File: config.mk
export PLATFORM = sky130hd
export DESIGN_NAME = index_term_run_table_flat
export DESIGN_NICKNAME = d
export VERILOG_FILES = /design/src/design/itrt_pkg.sv /design/src/design/itrt_req_if.sv /design/src/design/itrt_rsp_if.sv /design/src/design/itrt_ram.sv /design/src/design/itrt_front.sv /design/src/design/itrt_back.sv /design/src/design/index_term_run_table.sv /design/src/flat_wrapper.sv
export VERILOG_INCLUDE_DIRS = /design/src /design/src/design
export SDC_FILE = /design/constraint.sdc
export NUM_CORES = 2
export LEC_CHECK = 0
export ABC_CLOCK_PERIOD_IN_PS = 12400
export BUFFER_PORTS_ARGS = -buffer_cell sky130_fd_sc_hd__buf_2
export CAP_MARGIN = 10
export CORE_MARGIN = 2
export CORE_UTILIZATION = 50
export CTS_CLUSTER_SIZE = 30
export DETAILED_ROUTE_END_ITERATION = 8
export GPL_ROUTABILITY_DRIVEN = 1
export HOLD_SLACK_MARGIN = 0.02
export PLACE_DENSITY = 0.66
export SYNTH_ARGS = -nofsm -noshare
export SYNTH_HDL_FRONTEND = slang
export SYNTH_HIERARCHICAL = 1
export SYNTH_SLANG_ARGS = --single-unit
File: constraint.sdc
create_clock -name i_clk -period 12.4 [get_ports i_clk]
set_input_delay 2.48 -clock i_clk [delete_from_list [all_inputs] [get_ports i_clk]]
set_output_delay 2.48 -clock i_clk [all_outputs]
set_load 0.1 [all_outputs]
File: src/design/index_term_run_table_assert.svh
// ----------------------------------------------------------------------------
// Assertion macros for the index/term run table
// Concurrent checks sampled on i_clk and disabled while i_rst_n is low.
// ----------------------------------------------------------------------------
`ifndef INDEX_TERM_RUN_TABLE_ASSERT_SVH
`define INDEX_TERM_RUN_TABLE_ASSERT_SVH

// The consequent must hold in the same cycle as the antecedent.
`define ITRT_ASSERT_NOW(label, ante, cons, msg) \
    label: assert property (@(posedge i_clk) disable iff (!i_rst_n) (ante) |-> (cons)) \
        else $error(msg);

// The consequent must hold in the cycle after the antecedent.
`define ITRT_ASSERT_NEXT(label, ante, cons, msg) \
    label: assert property (@(posedge i_clk) disable iff (!i_rst_n) (ante) |=> (cons)) \
        else $error(msg);

`endif

File: src/design/itrt_pkg.sv
// ----------------------------------------------------------------------------
// itrt_pkg
// Shared widths, codes, command type and slot arithmetic of the run table.
// ----------------------------------------------------------------------------
`timescale 1ns / 1ps
`default_nettype none

package itrt_pkg;

    localparam int RUN_DEPTH = 16;
    localparam int SLOT_W    = $clog2(RUN_DEPTH);
    localparam int CNT_W     = 5;
    localparam int ACT_W     = 3;
    localparam int IDX_W     = 63;
    localparam int TERM_W    = 63;
    localparam int STAT_W    = 2;
    localparam int OP_W      = 3;

    localparam int Q_DEPTH = 2;
    localparam int Q_PTR_W = $clog2(Q_DEPTH);
    localparam int Q_CNT_W = $clog2(Q_DEPTH + 1);

    typedef logic [SLOT_W-1:0]  t_slot;
    typedef logic [SLOT_W:0]    t_slot_ext;
    typedef logic [CNT_W-1:0]   t_count;
    typedef logic [Q_PTR_W-1:0] t_qptr;
    typedef logic [Q_CNT_W-1:0] t_qcnt;

    localparam t_slot  LAST_SLOT     = t_slot'(RUN_DEPTH - 1);
    localparam t_count RUN_DEPTH_CNT = t_count'(RUN_DEPTH);
    localparam t_qptr  Q_LAST        = t_qptr'(Q_DEPTH - 1);
    localparam t_qcnt  Q_FULL        = t_qcnt'(Q_DEPTH);

    // Request action codes.
    localparam logic [ACT_W-1:0] ACT_LOOKUP       = 3'd0;
    localparam logic [ACT_W-1:0] ACT_APPEND       = 3'd1;
    localparam logic [ACT_W-1:0] ACT_TRUNC_PREFIX = 3'd2;
    localparam logic [ACT_W-1:0] ACT_TRUNC_SUFFIX = 3'd3;
    localparam logic [ACT_W-1:0] ACT_RESET        = 3'd4;

    // Internal operation codes after classification.
    localparam logic [OP_W-1:0] OP_LOOKUP       = 3'd0;
    localparam logic [OP_W-1:0] OP_APPEND       = 3'd1;
    localparam logic [OP_W-1:0] OP_TRUNC_PREFIX = 3'd2;
    localparam logic [OP_W-1:0] OP_TRUNC_SUFFIX = 3'd3;
    localparam logic [OP_W-1:0] OP_RESET        = 3'd4;
    localparam logic [OP_W-1:0] OP_NOP          = 3'd5;

    // Result status codes.
    localparam logic [STAT_W-1:0] STAT_OK    = 2'd0;
    localparam logic [STAT_W-1:0] STAT_ORDER = 2'd1;
    localparam logic [STAT_W-1:0] STAT_FULL  = 2'd2;

    typedef struct packed {
        logic [OP_W-1:0]   op;
        logic [IDX_W-1:0]  idx;
        logic [TERM_W-1:0] term;
    } t_cmd;

    function automatic t_slot slot_add(input t_slot base, input t_slot off);
        t_slot_ext sum;
        sum = {1'b0, base} + {1'b0, off};
        if (sum >= t_slot_ext'(RUN_DEPTH)) begin
            sum = sum - t_slot_ext'(RUN_DEPTH);
        end
        return sum[SLOT_W-1:0];
    endfunction

    function automatic t_slot slot_inc(input t_slot s);
        return (s == LAST_SLOT) ? '0 : s + 1'b1;
    endfunction

    function automatic t_slot slot_dec(input t_slot s);
        return (s == '0) ? LAST_SLOT : s - 1'b1;
    endfunction

endpackage

`default_nettype wire

File: src/design/itrt_req_if.sv
// ----------------------------------------------------------------------------
// itrt_req_if
// Request channel of the run table: action, log index and log term.
// ----------------------------------------------------------------------------
`timescale 1ns / 1ps
`default_nettype none

interface itrt_req_if import itrt_pkg::*; ();
    logic              valid;
    logic              ready;
    logic [ACT_W-1:0]  action;
    logic [IDX_W-1:0]  log_index;
    logic [TERM_W-1:0] log_term;

    modport source (output valid, action, log_index, log_term, input ready);
    modport sink   (input valid, action, log_index, log_term, output ready);
endinterface

`default_nettype wire

File: src/design/itrt_rsp_if.sv
// ----------------------------------------------------------------------------
// itrt_rsp_if
// Result channel of the run table: found term, status and entry count.
// ----------------------------------------------------------------------------
`timescale 1ns / 1ps
`default_nettype none

interface itrt_rsp_if import itrt_pkg::*; ();
    logic              valid;
    logic              ready;
    logic [TERM_W-1:0] found_term;
    logic [STAT_W-1:0] status;
    logic [CNT_W-1:0]  entry_count;

    modport source (output valid, found_term, status, entry_count, input ready);
    modport sink   (input valid, found_term, status, entry_count, output ready);
endinterface

`default_nettype wire

File: src/design/itrt_ram.sv
// ----------------------------------------------------------------------------
// itrt_ram
// Generic single write port, single read port RAM with registered read data.
// ----------------------------------------------------------------------------
`timescale 1ns / 1ps
`default_nettype none

module itrt_ram #(
    parameter int WIDTH = 8,
    parameter int DEPTH = 16
) (
    input  wire logic                     i_clk,
    input  wire logic                     i_we,
    input  wire logic [$clog2(DEPTH)-1:0] i_waddr,
    input  wire logic [WIDTH-1:0]         i_wdata,
    input  wire logic [$clog2(DEPTH)-1:0] i_raddr,
    output logic      [WIDTH-1:0]         o_rdata
);

    logic [WIDTH-1:0] r_mem [DEPTH];

    always_ff @(posedge i_clk) begin
        if (i_we) begin
            r_mem[i_waddr] <= i_wdata;
        end
        o_rdata <= r_mem[i_raddr];
    end

endmodule

`default_nettype wire

File: src/design/itrt_front.sv
// ----------------------------------------------------------------------------
// itrt_front
// Accepts requests, maps the action to an operation and queues the commands.
// ----------------------------------------------------------------------------
`timescale 1ns / 1ps
`default_nettype none

module itrt_front import itrt_pkg::*; (
    input  wire logic  i_clk,
    input  wire logic  i_rst_n,
    itrt_req_if.sink   i_req,
    output logic       o_cmd_valid,
    input  wire logic  i_cmd_ready,
    output t_cmd       o_cmd
);

    t_cmd  cmd_in;
    t_cmd  r_q [Q_DEPTH];
    t_qptr r_wptr, n_wptr;
    t_qptr r_rptr, n_rptr;
    t_qcnt r_cnt, n_cnt;
    logic  push, pop;

    // Unused action codes become a no-op that only reports the count.
    always_comb begin
        cmd_in.idx  = i_req.log_index;
        cmd_in.term = i_req.log_term;
        unique case (i_req.action)
            ACT_LOOKUP:       cmd_in.op = OP_LOOKUP;
            ACT_APPEND:       cmd_in.op = OP_APPEND;
            ACT_TRUNC_PREFIX: cmd_in.op = OP_TRUNC_PREFIX;
            ACT_TRUNC_SUFFIX: cmd_in.op = OP_TRUNC_SUFFIX;
            ACT_RESET:        cmd_in.op = OP_RESET;
            default:          cmd_in.op = OP_NOP;
        endcase
    end

    assign i_req.ready = (r_cnt != Q_FULL);
    assign push        = i_req.valid && i_req.ready;
    assign o_cmd_valid = (r_cnt != '0);
    assign pop         = o_cmd_valid && i_cmd_ready;
    assign o_cmd       = r_q[r_rptr];

    always_comb begin
        n_wptr = r_wptr;
        n_rptr = r_rptr;
        if (push) begin
            n_wptr = (r_wptr == Q_LAST) ? '0 : r_wptr + 1'b1;
        end
        if (pop) begin
            n_rptr = (r_rptr == Q_LAST) ? '0 : r_rptr + 1'b1;
        end
        unique case ({push, pop})
            2'b10:   n_cnt = r_cnt + 1'b1;
            2'b01:   n_cnt = r_cnt - 1'b1;
            default: n_cnt = r_cnt;
        endcase
    end

    always_ff @(posedge i_clk) begin
        if (!i_rst_n) begin
            r_wptr <= '0;
            r_rptr <= '0;
            r_cnt  <= '0;
        end else begin
            r_wptr <= n_wptr;
            r_rptr <= n_rptr;
            r_cnt  <= n_cnt;
        end
    end

    always_ff @(posedge i_clk) begin
        if (push) begin
            r_q[r_wptr] <= cmd_in;
        end
    end

endmodule

`default_nettype wire

File: src/design/itrt_back.sv
// ----------------------------------------------------------------------------
// itrt_back
// Executes queued commands against the run RAMs, one run compare per cycle.
// ----------------------------------------------------------------------------
`timescale 1ns / 1ps
`default_nettype none

module itrt_back import itrt_pkg::*; (
    input  wire logic  i_clk,
    input  wire logic  i_rst_n,
    input  wire logic  i_cmd_valid,
    output logic       o_cmd_ready,
    input  wire t_cmd  i_cmd,
    itrt_rsp_if.source o_rsp
);

    localparam logic ST_IDLE = 1'b0;
    localparam logic ST_CMP  = 1'b1;

    logic              r_state, n_state;
    logic [OP_W-1:0]   r_op, n_op;
    logic [IDX_W-1:0]  r_idx, n_idx;
    logic [TERM_W-1:0] r_term, n_term;
    t_slot             r_oldest, n_oldest;
    t_count            r_count, n_count;
    t_slot             r_slot, n_slot;
    t_count            r_left, n_left;

    logic              r_out_valid, n_out_valid;
    logic [TERM_W-1:0] r_found, n_found;
    logic [STAT_W-1:0] r_status, n_status;
    t_count            r_out_count, n_out_count;

    logic              load;
    logic              we;
    t_slot             waddr;
    t_slot             raddr;
    t_slot             last;
    logic [IDX_W-1:0]  rd_idx;
    logic [TERM_W-1:0] rd_term;

    itrt_ram #(.WIDTH(IDX_W), .DEPTH(RUN_DEPTH)) u_idx_ram (
        .i_clk   (i_clk),
        .i_we    (we),
        .i_waddr (waddr),
        .i_wdata (r_state == ST_IDLE ? i_cmd.idx : r_idx),
        .i_raddr (raddr),
        .o_rdata (rd_idx)
    );

    itrt_ram #(.WIDTH(TERM_W), .DEPTH(RUN_DEPTH)) u_term_ram (
        .i_clk   (i_clk),
        .i_we    (we),
        .i_waddr (waddr),
        .i_wdata (r_state == ST_IDLE ? i_cmd.term : r_term),
        .i_raddr (raddr),
        .o_rdata (rd_term)
    );

    // A command is taken only when the result register is free by the next edge,
    // so a command that finishes later always finds it empty.
    assign o_cmd_ready = (r_state == ST_IDLE) && (!r_out_valid || o_rsp.ready);
    assign last        = slot_add(r_oldest, t_slot'(r_count - 1'b1));

    always_comb begin
        n_state     = r_state;
        n_op        = r_op;
        n_idx       = r_idx;
        n_term      = r_term;
        n_oldest    = r_oldest;
        n_count     = r_count;
        n_slot      = r_slot;
        n_left      = r_left;
        n_out_valid = r_out_valid;
        n_found     = r_found;
        n_status    = r_status;
        n_out_count = r_out_count;
        load        = 1'b0;
        we          = 1'b0;
        waddr       = r_oldest;
        raddr       = r_slot;

        if (r_out_valid && o_rsp.ready) begin
            n_out_valid = 1'b0;
        end

        unique case (r_state)
            ST_IDLE: begin
                if (i_cmd_valid && o_cmd_ready) begin
                    n_op   = i_cmd.op;
                    n_idx  = i_cmd.idx;
                    n_term = i_cmd.term;
                    unique case (i_cmd.op)
                        OP_LOOKUP: begin
                            if (r_count == '0) begin
                                load = 1'b1;
                            end else begin
                                raddr   = last;
                                n_slot  = last;
                                n_left  = r_count;
                                n_state = ST_CMP;
                            end
                        end
                        OP_APPEND: begin
                            if (r_count == '0) begin
                                we      = 1'b1;
                                waddr   = r_oldest;
                                n_count = t_count'(1);
                                load    = 1'b1;
                            end else begin
                                raddr   = last;
                                n_state = ST_CMP;
                            end
                        end
                        OP_TRUNC_PREFIX: begin
                            if (r_count > t_count'(1)) begin
                                raddr   = slot_inc(r_oldest);
                                n_state = ST_CMP;
                            end else begin
                                load = 1'b1;
                            end
                        end
                        OP_TRUNC_SUFFIX: begin
                            if (r_count != '0) begin
                                raddr   = last;
                                n_slot  = last;
                                n_state = ST_CMP;
                            end else begin
                                load = 1'b1;
                            end
                        end
                        OP_RESET: begin
                            n_oldest = '0;
                            n_count  = '0;
                            load     = 1'b1;
                        end
                        default: begin
                            load = 1'b1;
                        end
                    endcase
                    if (load) begin
                        n_found  = '0;
                        n_status = STAT_OK;
                    end
                end
            end
            ST_CMP: begin
                n_found  = '0;
                n_status = STAT_OK;
                unique case (r_op)
                    OP_LOOKUP: begin
                        // Walk from the newest run toward the oldest.
                        if (r_idx >= rd_idx) begin
                            n_found = rd_term;
                            load    = 1'b1;
                        end else if (r_left == t_count'(1)) begin
                            load = 1'b1;
                        end else begin
                            n_left = r_left - 1'b1;
                            n_slot = slot_dec(r_slot);
                            raddr  = slot_dec(r_slot);
                        end
                    end
                    OP_APPEND: begin
                        if (r_idx <= rd_idx || r_term < rd_term) begin
                            n_status = STAT_ORDER;
                        end else if (r_term == rd_term) begin
                            n_status = STAT_OK;
                        end else if (r_count == RUN_DEPTH_CNT) begin
                            n_status = STAT_FULL;
                        end else begin
                            we      = 1'b1;
                            waddr   = slot_add(r_oldest, t_slot'(r_count));
                            n_count = r_count + 1'b1;
                        end
                        load = 1'b1;
                    end
                    OP_TRUNC_PREFIX: begin
                        // The data on the read port is the run after the oldest.
                        if (rd_idx <= r_idx) begin
                            n_oldest = slot_inc(r_oldest);
                            n_count  = r_count - 1'b1;
                            if (r_count > t_count'(2)) begin
                                raddr = slot_inc(slot_inc(r_oldest));
                            end else begin
                                load = 1'b1;
                            end
                        end else begin
                            load = 1'b1;
                        end
                    end
                    OP_TRUNC_SUFFIX: begin
                        if (rd_idx > r_idx) begin
                            n_count = r_count - 1'b1;
                            if (r_count > t_count'(1)) begin
                                n_slot = slot_dec(r_slot);
                                raddr  = slot_dec(r_slot);
                            end else begin
                                load = 1'b1;
                            end
                        end else begin
                            load = 1'b1;
                        end
                    end
                    default: begin
                        load = 1'b1;
                    end
                endcase
                if (load) begin
                    n_state = ST_IDLE;
                end
            end
            default: begin
                n_state = ST_IDLE;
            end
        endcase

        if (load) begin
            n_out_valid = 1'b1;
            n_out_count = n_count;
        end
    end

    always_ff @(posedge i_clk) begin
        if (!i_rst_n) begin
            r_state     <= ST_IDLE;
            r_oldest    <= '0;
            r_count     <= '0;
            r_out_valid <= 1'b0;
        end else begin
            r_state     <= n_state;
            r_oldest    <= n_oldest;
            r_count     <= n_count;
            r_out_valid <= n_out_valid;
        end
    end

    always_ff @(posedge i_clk) begin
        r_op        <= n_op;
        r_idx       <= n_idx;
        r_term      <= n_term;
        r_slot      <= n_slot;
        r_left      <= n_left;
        r_found     <= n_found;
        r_status    <= n_status;
        r_out_count <= n_out_count;
    end

    assign o_rsp.valid       = r_out_valid;
    assign o_rsp.found_term  = r_found;
    assign o_rsp.status      = r_status;
    assign o_rsp.entry_count = r_out_count;

endmodule

`default_nettype wire

File: src/design/index_term_run_table.sv
// Requests pass through the request queue. Reset, no-op and empty-table requests
// finish straight from idle, appends compare against the newest run, and lookups
// and truncations compare one stored run per cycle on the shared run RAM read
// address. A request is executed only after the last one is done; the queue takes
// new requests meanwhile. Reset (synchronous, active low) empties the table and the
// queue at once; the run RAMs are not cleared since only held runs are ever read.
`timescale 1ns / 1ps
`default_nettype none

`include "index_term_run_table_assert.svh"

// ----------------------------------------------------------------------------
// index_term_run_table
// Ordered table of (first log index, term) runs with lookup, append and trims.
// ----------------------------------------------------------------------------
module index_term_run_table import itrt_pkg::*; (
    input  wire logic  i_clk,
    input  wire logic  i_rst_n,
    itrt_req_if.sink   i_req,
    itrt_rsp_if.source o_rsp
);

    logic cmd_valid;
    logic cmd_ready;
    t_cmd cmd;

    itrt_front u_front (
        .i_clk       (i_clk),
        .i_rst_n     (i_rst_n),
        .i_req       (i_req),
        .o_cmd_valid (cmd_valid),
        .i_cmd_ready (cmd_ready),
        .o_cmd       (cmd)
    );

    itrt_back u_back (
        .i_clk       (i_clk),
        .i_rst_n     (i_rst_n),
        .i_cmd_valid (cmd_valid),
        .o_cmd_ready (cmd_ready),
        .i_cmd       (cmd),
        .o_rsp       (o_rsp)
    );

    `ITRT_ASSERT_NOW(a_count_bound, o_rsp.valid, o_rsp.entry_count <= RUN_DEPTH_CNT,
        "entry count above table depth")
    `ITRT_ASSERT_NOW(a_full_count, o_rsp.valid && o_rsp.status == STAT_FULL,
        o_rsp.entry_count == RUN_DEPTH_CNT, "full status while table not full")
    `ITRT_ASSERT_NOW(a_reject_no_term, o_rsp.valid && o_rsp.status != STAT_OK,
        o_rsp.found_term == '0, "rejected append carries a term")
    `ITRT_ASSERT_NOW(a_no_take_on_stall, cmd_valid && cmd_ready,
        !(o_rsp.valid && !o_rsp.ready), "command taken while result is stalled")
    `ITRT_ASSERT_NEXT(a_take_then_busy, cmd_valid && cmd_ready,
        o_rsp.valid || !cmd_ready, "command taken without result or busy state")

endmodule

`default_nettype wire

File: src/flat_wrapper.sv
// flat-port wrapper written by rule: the top's interface ports become plain ports
module index_term_run_table_flat import itrt_pkg::*;
  (i_clk, i_rst_n, i_req_valid, i_req_action, i_req_log_index, i_req_log_term, i_req_ready, o_rsp_valid, o_rsp_found_term, o_rsp_status, o_rsp_entry_count, o_rsp_ready);
  itrt_req_if i_req_i ();
  itrt_rsp_if o_rsp_i ();
  input  wire logic i_clk;
  input  wire logic i_rst_n;
  input wire logic [$bits(i_req_i.valid)-1:0] i_req_valid;
  input wire logic [$bits(i_req_i.action)-1:0] i_req_action;
  input wire logic [$bits(i_req_i.log_index)-1:0] i_req_log_index;
  input wire logic [$bits(i_req_i.log_term)-1:0] i_req_log_term;
  output wire logic [$bits(i_req_i.ready)-1:0] i_req_ready;
  output wire logic [$bits(o_rsp_i.valid)-1:0] o_rsp_valid;
  output wire logic [$bits(o_rsp_i.found_term)-1:0] o_rsp_found_term;
  output wire logic [$bits(o_rsp_i.status)-1:0] o_rsp_status;
  output wire logic [$bits(o_rsp_i.entry_count)-1:0] o_rsp_entry_count;
  input wire logic [$bits(o_rsp_i.ready)-1:0] o_rsp_ready;
  assign i_req_i.valid = i_req_valid;
  assign i_req_i.action = i_req_action;
  assign i_req_i.log_index = i_req_log_index;
  assign i_req_i.log_term = i_req_log_term;
  assign i_req_ready = i_req_i.ready;
  assign o_rsp_valid = o_rsp_i.valid;
  assign o_rsp_found_term = o_rsp_i.found_term;
  assign o_rsp_status = o_rsp_i.status;
  assign o_rsp_entry_count = o_rsp_i.entry_count;
  assign o_rsp_i.ready = o_rsp_ready;
  index_term_run_table u_core (.i_clk(i_clk), .i_rst_n(i_rst_n), .i_req(i_req_i), .o_rsp(o_rsp_i));
endmodule
## After elaboration in Yosys (flattened, before gate mapping)

Memories as Yosys holds them, arrays and structs flattened. A register that Yosys moved wholly into a read port is not among the register bits.
Index checks and enable logic that the tools add are counted.

- Add/subtract/negate cells: 14
- $lt $le $gt $ge: 9
- Eq/ne operators: 31
- Mux-type cells: 104
- Bitwise operators: 1
- Reductions and logical operators: 22

Operator list:

| operator | count |
|---|---|
| 63-bit two-way mux | 6 |
| 63-bit <= comparator | 2 |
| 63-bit case mux with 2 select lines | 1 |
| 4-bit two-way mux | 24 |
| 5-bit two-way mux | 13 |
| 63-bit == test | 1 |
| 63-bit greater-or-equal comparator | 1 |
| 63-bit greater-than comparator | 1 |
| 63-bit less-than comparator | 1 |
| 4-bit case mux with 2 select lines | 6 |
| 1-bit two-way mux | 33 |
| 5-bit case mux with 2 select lines | 3 |
| 4-bit case mux with 3 select lines | 2 |
| 3-bit by 2-bit == test with 1-bit output (second input constant) | 6 |
| 3-bit case mux with 5 select lines | 1 |
| 5-bit case mux with 3 select lines | 1 |
| 2-bit by 1-bit != test with 1-bit output (second input constant) | 7 |
| 2-bit two-way mux | 6 |
| 4-bit by 1-bit subtractor with 4-bit output (second input constant) | 3 |
| 4-bit by 4-bit adder with 5-bit output | 2 |
| 5-bit greater-or-equal comparator (second input constant) | 2 |
| 5-bit by 1-bit subtractor with 5-bit output (second input constant) | 2 |
| 3-bit by 1-bit == test with 1-bit output (second input constant) | 3 |
| 3-bit zero test | 3 |
| 31 further kinds | 51 |

- Register bits: 223
- Bits in writable memories: 2274
- Input bits: 133
- Output and inout port bits: 72
- Word-level logic and storage cells: 199
- Memories: 3

Memory list:

| memory | depth | width | read ports | clocked after memory_dff | write ports | line | RTL |
|---|---|---|---|---|---|---|---|
| u_core.u_back.u_idx_ram.r_mem | 16 | 63 | 1 | 1 | 1 | itrt_ram.sv:20 | `logic [WIDTH-1:0] r_mem [DEPTH];` |
| u_core.u_back.u_term_ram.r_mem | 16 | 63 | 1 | 1 | 1 | itrt_ram.sv:20 |  |
| u_core.u_front.r_q | 2 | 129 | 1 | 1 | 1 | itrt_front.sv:18 | `t_cmd r_q [Q_DEPTH];` |

## Logic depth before layout (Yosys ltp)

- Depth after elaboration: 9
- Depth in mapped cells: 19
- Mapped depth without buffers: 16

## Modules after synthesis

Netlist, hierarchy kept.

By module, submodules not included:

| module | instances | cells an instance | area each (um2) | seq. area each (um2) |
|---|---|---|---|---|
| itrt_ram | 2 | 1622 | 38989.9 | 31530.2 |
| itrt_back | 1 | 1236 | 13895.8 | 6466.2 |
| itrt_front | 1 | 428 | 9550.4 | 7847.5 |

## Worst setup path before layout

Ideal clock, no wire load.

- Path kind: input -> register
- Start point: input o_rsp_ready
- End point: memory u_core/u_back/u_idx_ram/r_mem[0][0] (netlist bit) (enable)
- Setup time: 0.561 ns
- Arrival time: 8.291 ns
- Data required time: 11.839 ns
- Slack: 3.548 ns
- Cell stages on the path: 6
- Buffers on the path: 0
- Cells stage by stage: nor2b_1 -> nor4b_2 -> nand4b_1 -> nand2_1 -> or3b_2 -> nor3_1

- Cells in the longest elaborated chain, start to end: 7

RTL lines:

| what | line | RTL |
|---|---|---|
| start: declaration | flat_wrapper.sv:17 | `input wire logic [$bits(o_rsp_i.ready)-1:0] o_rsp_ready;` |
| 1-bit logical OR | itrt_back.sv:62 | `assign o_cmd_ready = (r_state == ST_IDLE) && (!r_out_valid \|\| o_rsp.ready);` |
| 1-bit logical AND | itrt_back.sv:62 |  |
| 1-bit logical AND | itrt_back.sv:89 | `if (i_cmd_valid && o_cmd_ready) begin` |
| 1-bit two-way mux | itrt_back.sv:89 |  |
| 1-bit case mux with 2 select lines | itrt_back.sv:87 | `unique case (r_state)` |
| via u_core.u_back.we | itrt_back.sv:35 | `logic we;` |
| 1-bit two-way mux | itrt_ram.sv:23 | `if (i_we) begin` |
| 1-bit two-way mux (implied by the code) | itrt_ram.sv:24 | `r_mem[i_waddr] <= i_wdata;` |
| end: declaration | itrt_ram.sv:20 |  |

The timed path passes the listed nets, and every way through them passes these cells.

## Worst setup path after layout

- Start point: register u_core.u_back.r_idx[41]
- End point: memory u_core/u_back/u_term_ram/r_mem[7][7] (netlist bit) (enable)

- Elaborated cells between the ends (all ways): 10
- Those cells by class: 1 x order compare; 8 x mux; 1 x reduce/logical

RTL lines:

| what | line | RTL |
|---|---|---|
| start: declaration | itrt_back.sv:22 | `logic [IDX_W-1:0] r_idx, n_idx;` |
| start signal: assignment | itrt_back.sv:240 | `r_idx <= n_idx;` |
| 63-bit <= comparator | itrt_back.sv:165 | `if (r_idx <= rd_idx \|\| r_term < rd_term) begin` |
| 1-bit logical OR | itrt_back.sv:165 |  |
| 4-bit two-way mux | itrt_back.sv:165 |  |
| 4-bit two-way mux | itrt_back.sv:150 | `unique case (r_op)` |
| 4-bit case mux with 2 select lines | itrt_back.sv:87 |  |
| via u_core.u_back.waddr[1] | itrt_back.sv:36 | `t_slot waddr;` |
| end: declaration | itrt_ram.sv:20 |  |

The timed path passes the listed nets, and every way through them passes these cells.

==> results.md <==
* Worst IR Drop VDD at 0.0002262 V
* Hold Path Origin: u_core/u_back/u_term_ram/o_rdata[62]
* EDFF count, synth at 2482
* Later-pin clock latency in the skew report at 930 ps
* Post-layout nets at 5559
* Leakage at 38.00 nW
* Die Y-Extent at 454.4 um
* R2R Path End: u_core/u_back/u_term_ram/r_mem[7][7]
* Post-detail-place hpwl at 122300 um
* Overall Power at 27.11 mW
* Global-route wire length before repair at 341400 um
* Final setup violation count at 0
* Pwr/cell area at 236.5 nW/um^2
* Vias in the first global route at 50810
* Wire length per cell at 28.94 um
* Crit path DAT at 7540 ps
* Clock power share at 0.299
* GRT overflow at 0
* Pins over their slew limit at 0
* Hold Path End: u_core/u_back/o_rsp.found_term[62]
* CTS tree: yes
* DRT antenna net count at 0
* Core ar. at 201900 um^2
* Most common cell after layout, fill and taps aside: edfxtp_1
* Internal Power at 18.72 mW
* Sequential share of power at 0.423
* Clock transition at path regs at 60 ps
* Drt total wl at 236100 um
* Cts hold-fix bufs at 0
* R2R depth at 13
* Switching Share at 0.3094
* Rel. slew slack at 0.1901
* Die Area at 206500 um^2
* NetSw at 8.388 mW
* RSZ-0062 raised after global routing: no
* Comb pwr share at 0.277
* Avg Inst Size Synth at 20.67 um^2
* Starting Density at 0.5023
* Most frequent cells in the layout: 2482 x edfxtp_1, 504 x mux4_2, 289 x clkbuf_16
* Final Wtd Congestion at 0.8405
* Mux contribution to synthesized area at 0.1420
* Worst hold path depth at 1
* Clock Skews at 64.32 ps
* DRC Markers at 0
* Syn Nets at 5187
* CTS sink cnt at 2624
* Synth Area in Simple Gates at 0.02510
* # IOs at 205
* All-Layer GR Usage at 0.2281
* Fin crit share at 0.5676
* CP max FO at 41
* Final Non-Filler Cells at 8159
* Critical path type: flip-flop to flip-flop
* Sequential fraction of the synthesis area at 0.7629
* Synth warnings at 6
* Cell Rows at 165
* Top_reg_cell synth: edfxtp_1
* Post_cts resized at 0
* Inserted Clock Buffers at 282
* Clock buffer depth at 4
* Avg Vias per Cell at 6.050
* Layout cells sized above 1 at 0.2803
* Hold Slack at 499.4 ps
* Post-Synth Adder-Cell Area at 0.01816
* Crit path launch type: flip-flop
* Hold Path Class: flip-flop to flip-flop
* H-Tree Depth at 5
* Main combinational cell family by area after synthesis: multiplexers
* Die width at 454.4 um
* Max Cap Viol at 0
* Placed cells at 7668
* Asr flop ratio synth at 0
* Worst Tran Pin Value at 1207 ps
* Initial DRC Count at 5303
* Vias post-DR at 49360
* TNS Setup at 0 ps
* FF-to-FF setup slack at 5360 ps
* Final hold vios at 0
* Synth Register Bits at 2624
* Antenna violations before repair at 2
* Setup bufs post-CTS at 0
* Largest net degree at the start of global routing at 131
* Post-Syn Area at 101400 um^2
* Filler cells at 14890
* Synth Instances at 4908
* Status: completed
* Max Fclk at 142.1 MHz
* Synth Area in Compound Gates at 0.03288
* Crit path capture type: flip-flop
* CTS Root Cell: clkbuf_16
* CP required at 12900 ps
* Post-layout util at 0.5678
* RR Startpoint: u_core/u_back/r_idx[41]
* Xor and xnor area share after synthesis at 0.001554
* Port bufs at 204
* Area delta synth->final at 13.04%
* Pre-Repair DR Iteration Count at 6
* Yosys cell types at 86
* Post-layout min period at 7038 ps
[through the flow]
stage	instance area [um^2]	setup WS [ps]
floorplan	101400	3548
global placement	105800	4972
detailed placement	105800	4936
CTS	114600	5424
global route	114600	5027
finish	114600	5362
[cell type report]
type / count / area (um^2) / share of cell area
Multi-Input combinational cell: 1916 / 22590 / 0.1971
Antenna cell: 3 / 7.507 / 0.00006548
Clock inverter: 102 / 1040 / 0.009069
Inverter: 148 / 560.5 / 0.004889
Sequential cell: 2624 / 77380 / 0.6750
Timing Repair Buffer: 308 / 1877 / 0.01637
Clock buffer: 386 / 7846 / 0.06844
Tap cell: 2672 / 3343 / 0.02916
[flip-flops by register name (all words and copies together) (netlist names), 2 cells and up, named ones only]
signal                            cells
u_core/u_front/r_q                  258
u_core/u_back/r_idx                  63
u_core/u_back/r_left                  5
u_core/u_back/r_oldest                4
u_core/u_back/u_term_ram/r_mem     1008
u_core/u_back/u_term_ram/o_rdata     63
u_core/u_back/o_rsp.found_term       63
u_core/u_front/r_cnt                  2
u_core/u_back/r_op                    3
u_core/u_back/r_term                 63
u_core/u_back/o_rsp.status            2
u_core/u_back/u_idx_ram/r_mem      1008
u_core/u_back/u_idx_ram/o_rdata      63
u_core/u_back/r_slot                  4
u_core/u_back/r_count                 5
u_core/u_back/o_rsp.entry_count       5
[Yosys cell counts, drive strengths merged, types with 3 or more instances]
cell | instances | area (um^2)
nand4 | 30 | 193.9
a311oi | 3 | 26.28
buf | 92 | 706.9
nand2b | 14 | 90.09
dfxtp | 142 | 2843
clkbuf | 128 | 508.0
nor2b | 13 | 81.33
or3 | 6 | 37.54
and4 | 7 | 61.31
nor3b | 3 | 22.52
and3 | 9 | 61.31
xnor2 | 10 | 87.58
o31ai | 3 | 22.52
a31oi | 13 | 81.33
a21oi | 90 | 454.2
a21o | 15 | 112.6
and2 | 69 | 431.7
mux2i | 13 | 130.1
or2 | 6 | 42.55
nor3 | 26 | 157.7
ha | 144 | 1802
o21ai | 40 | 211.5
o22ai | 7 | 57.56
mux4 | 504 | 11350
xor2 | 8 | 70.07
mux2 | 259 | 2920
or4 | 5 | 42.54
nand3b | 10 | 75.07
inv | 148 | 555.5
a22o | 3 | 26.28
o21a | 4 | 30.03
a21boi | 3 | 22.52
nand2 | 192 | 723.2
a22oi | 256 | 1922
nand3 | 25 | 125.1
a211oi | 8 | 85.08
a221oi | 7 | 67.56
edfxtp | 2482 | 74530
nor2 | 73 | 281.5
a221o | 4 | 40.04
nor4 | 6 | 37.54
[power groups by stage]
stage	Sequential [mW]	Clock (mW)	Combinational [mW]
3_5_place_dp	11.7	0	7.59
5_1_grt	11.5	8.60	8.12
3_3_place_gp	11.6	0	7.47
6_report	11.5	8.12	7.52
2_1_floorplan	12.2	0	4.93
4_1_cts	11.5	8.28	7.62
[kinds of logic (layout without fill, tap and decap cells)]
group	Yosys count	count (layout)
flip-flops	2624	2624
XOR/XNOR	18	18
AND/OR/NAND/NOR	502	502
adder cells (fa/ha/maj)	146	146
multiplexers	776	776
other	0	3
buffers and inverters	368	944
AO/OA/AOI/OAI	474	474
[worst max-delay path by stage]
stage,from,to,slack (ps),depth (start not counted)
3_3_place_gp,o_rsp_ready,u_core/u_back/u_term_ram/o_rdata[38],4970,14
2_1_floorplan,o_rsp_ready,u_core/u_back/u_idx_ram/r_mem[0][0],3550,6
5_1_grt,u_core/u_back/r_idx[41],u_core/u_back/u_idx_ram/r_mem[15][49],5030,13
6_report,u_core/u_back/r_idx[41],u_core/u_back/u_term_ram/r_mem[7][7],5360,13
4_1_cts,u_core/u_back/r_idx[41],u_core/u_back/u_term_ram/r_mem[7][6],5420,13
3_5_place_dp,o_rsp_ready,u_core/u_back/u_idx_ram/o_rdata[24],4940,14
[critical path, cell delays in order, from the launching register on]
cell      delay, ps
edfxtp_1        410
inv_1            90
ha_1            250
nand4_1         330
inv_1            80
a221oi_1        870
o22ai_4         260
or2_4           350
nor3_4          270
nand4_1         300
o21ai_1        1020
nand2_1         510
nor2_4         1010
buf_4           830
[per-layer routing]
metal / track usage / share of wire / vias up / routed length (um)
li1: - / - / 20880 / -
met3: 0.03297 / 0.065 / 361 / 15450
met5: 0 / 0 / - / 0
met2: 0.3887 / 0.51 / 1836 / 120100
met4: 0.06788 / 0.028 / 0 / 6701
met1: 0.3066 / 0.40 / 26280 / 93910
Power figures use the tool's default switching activity.
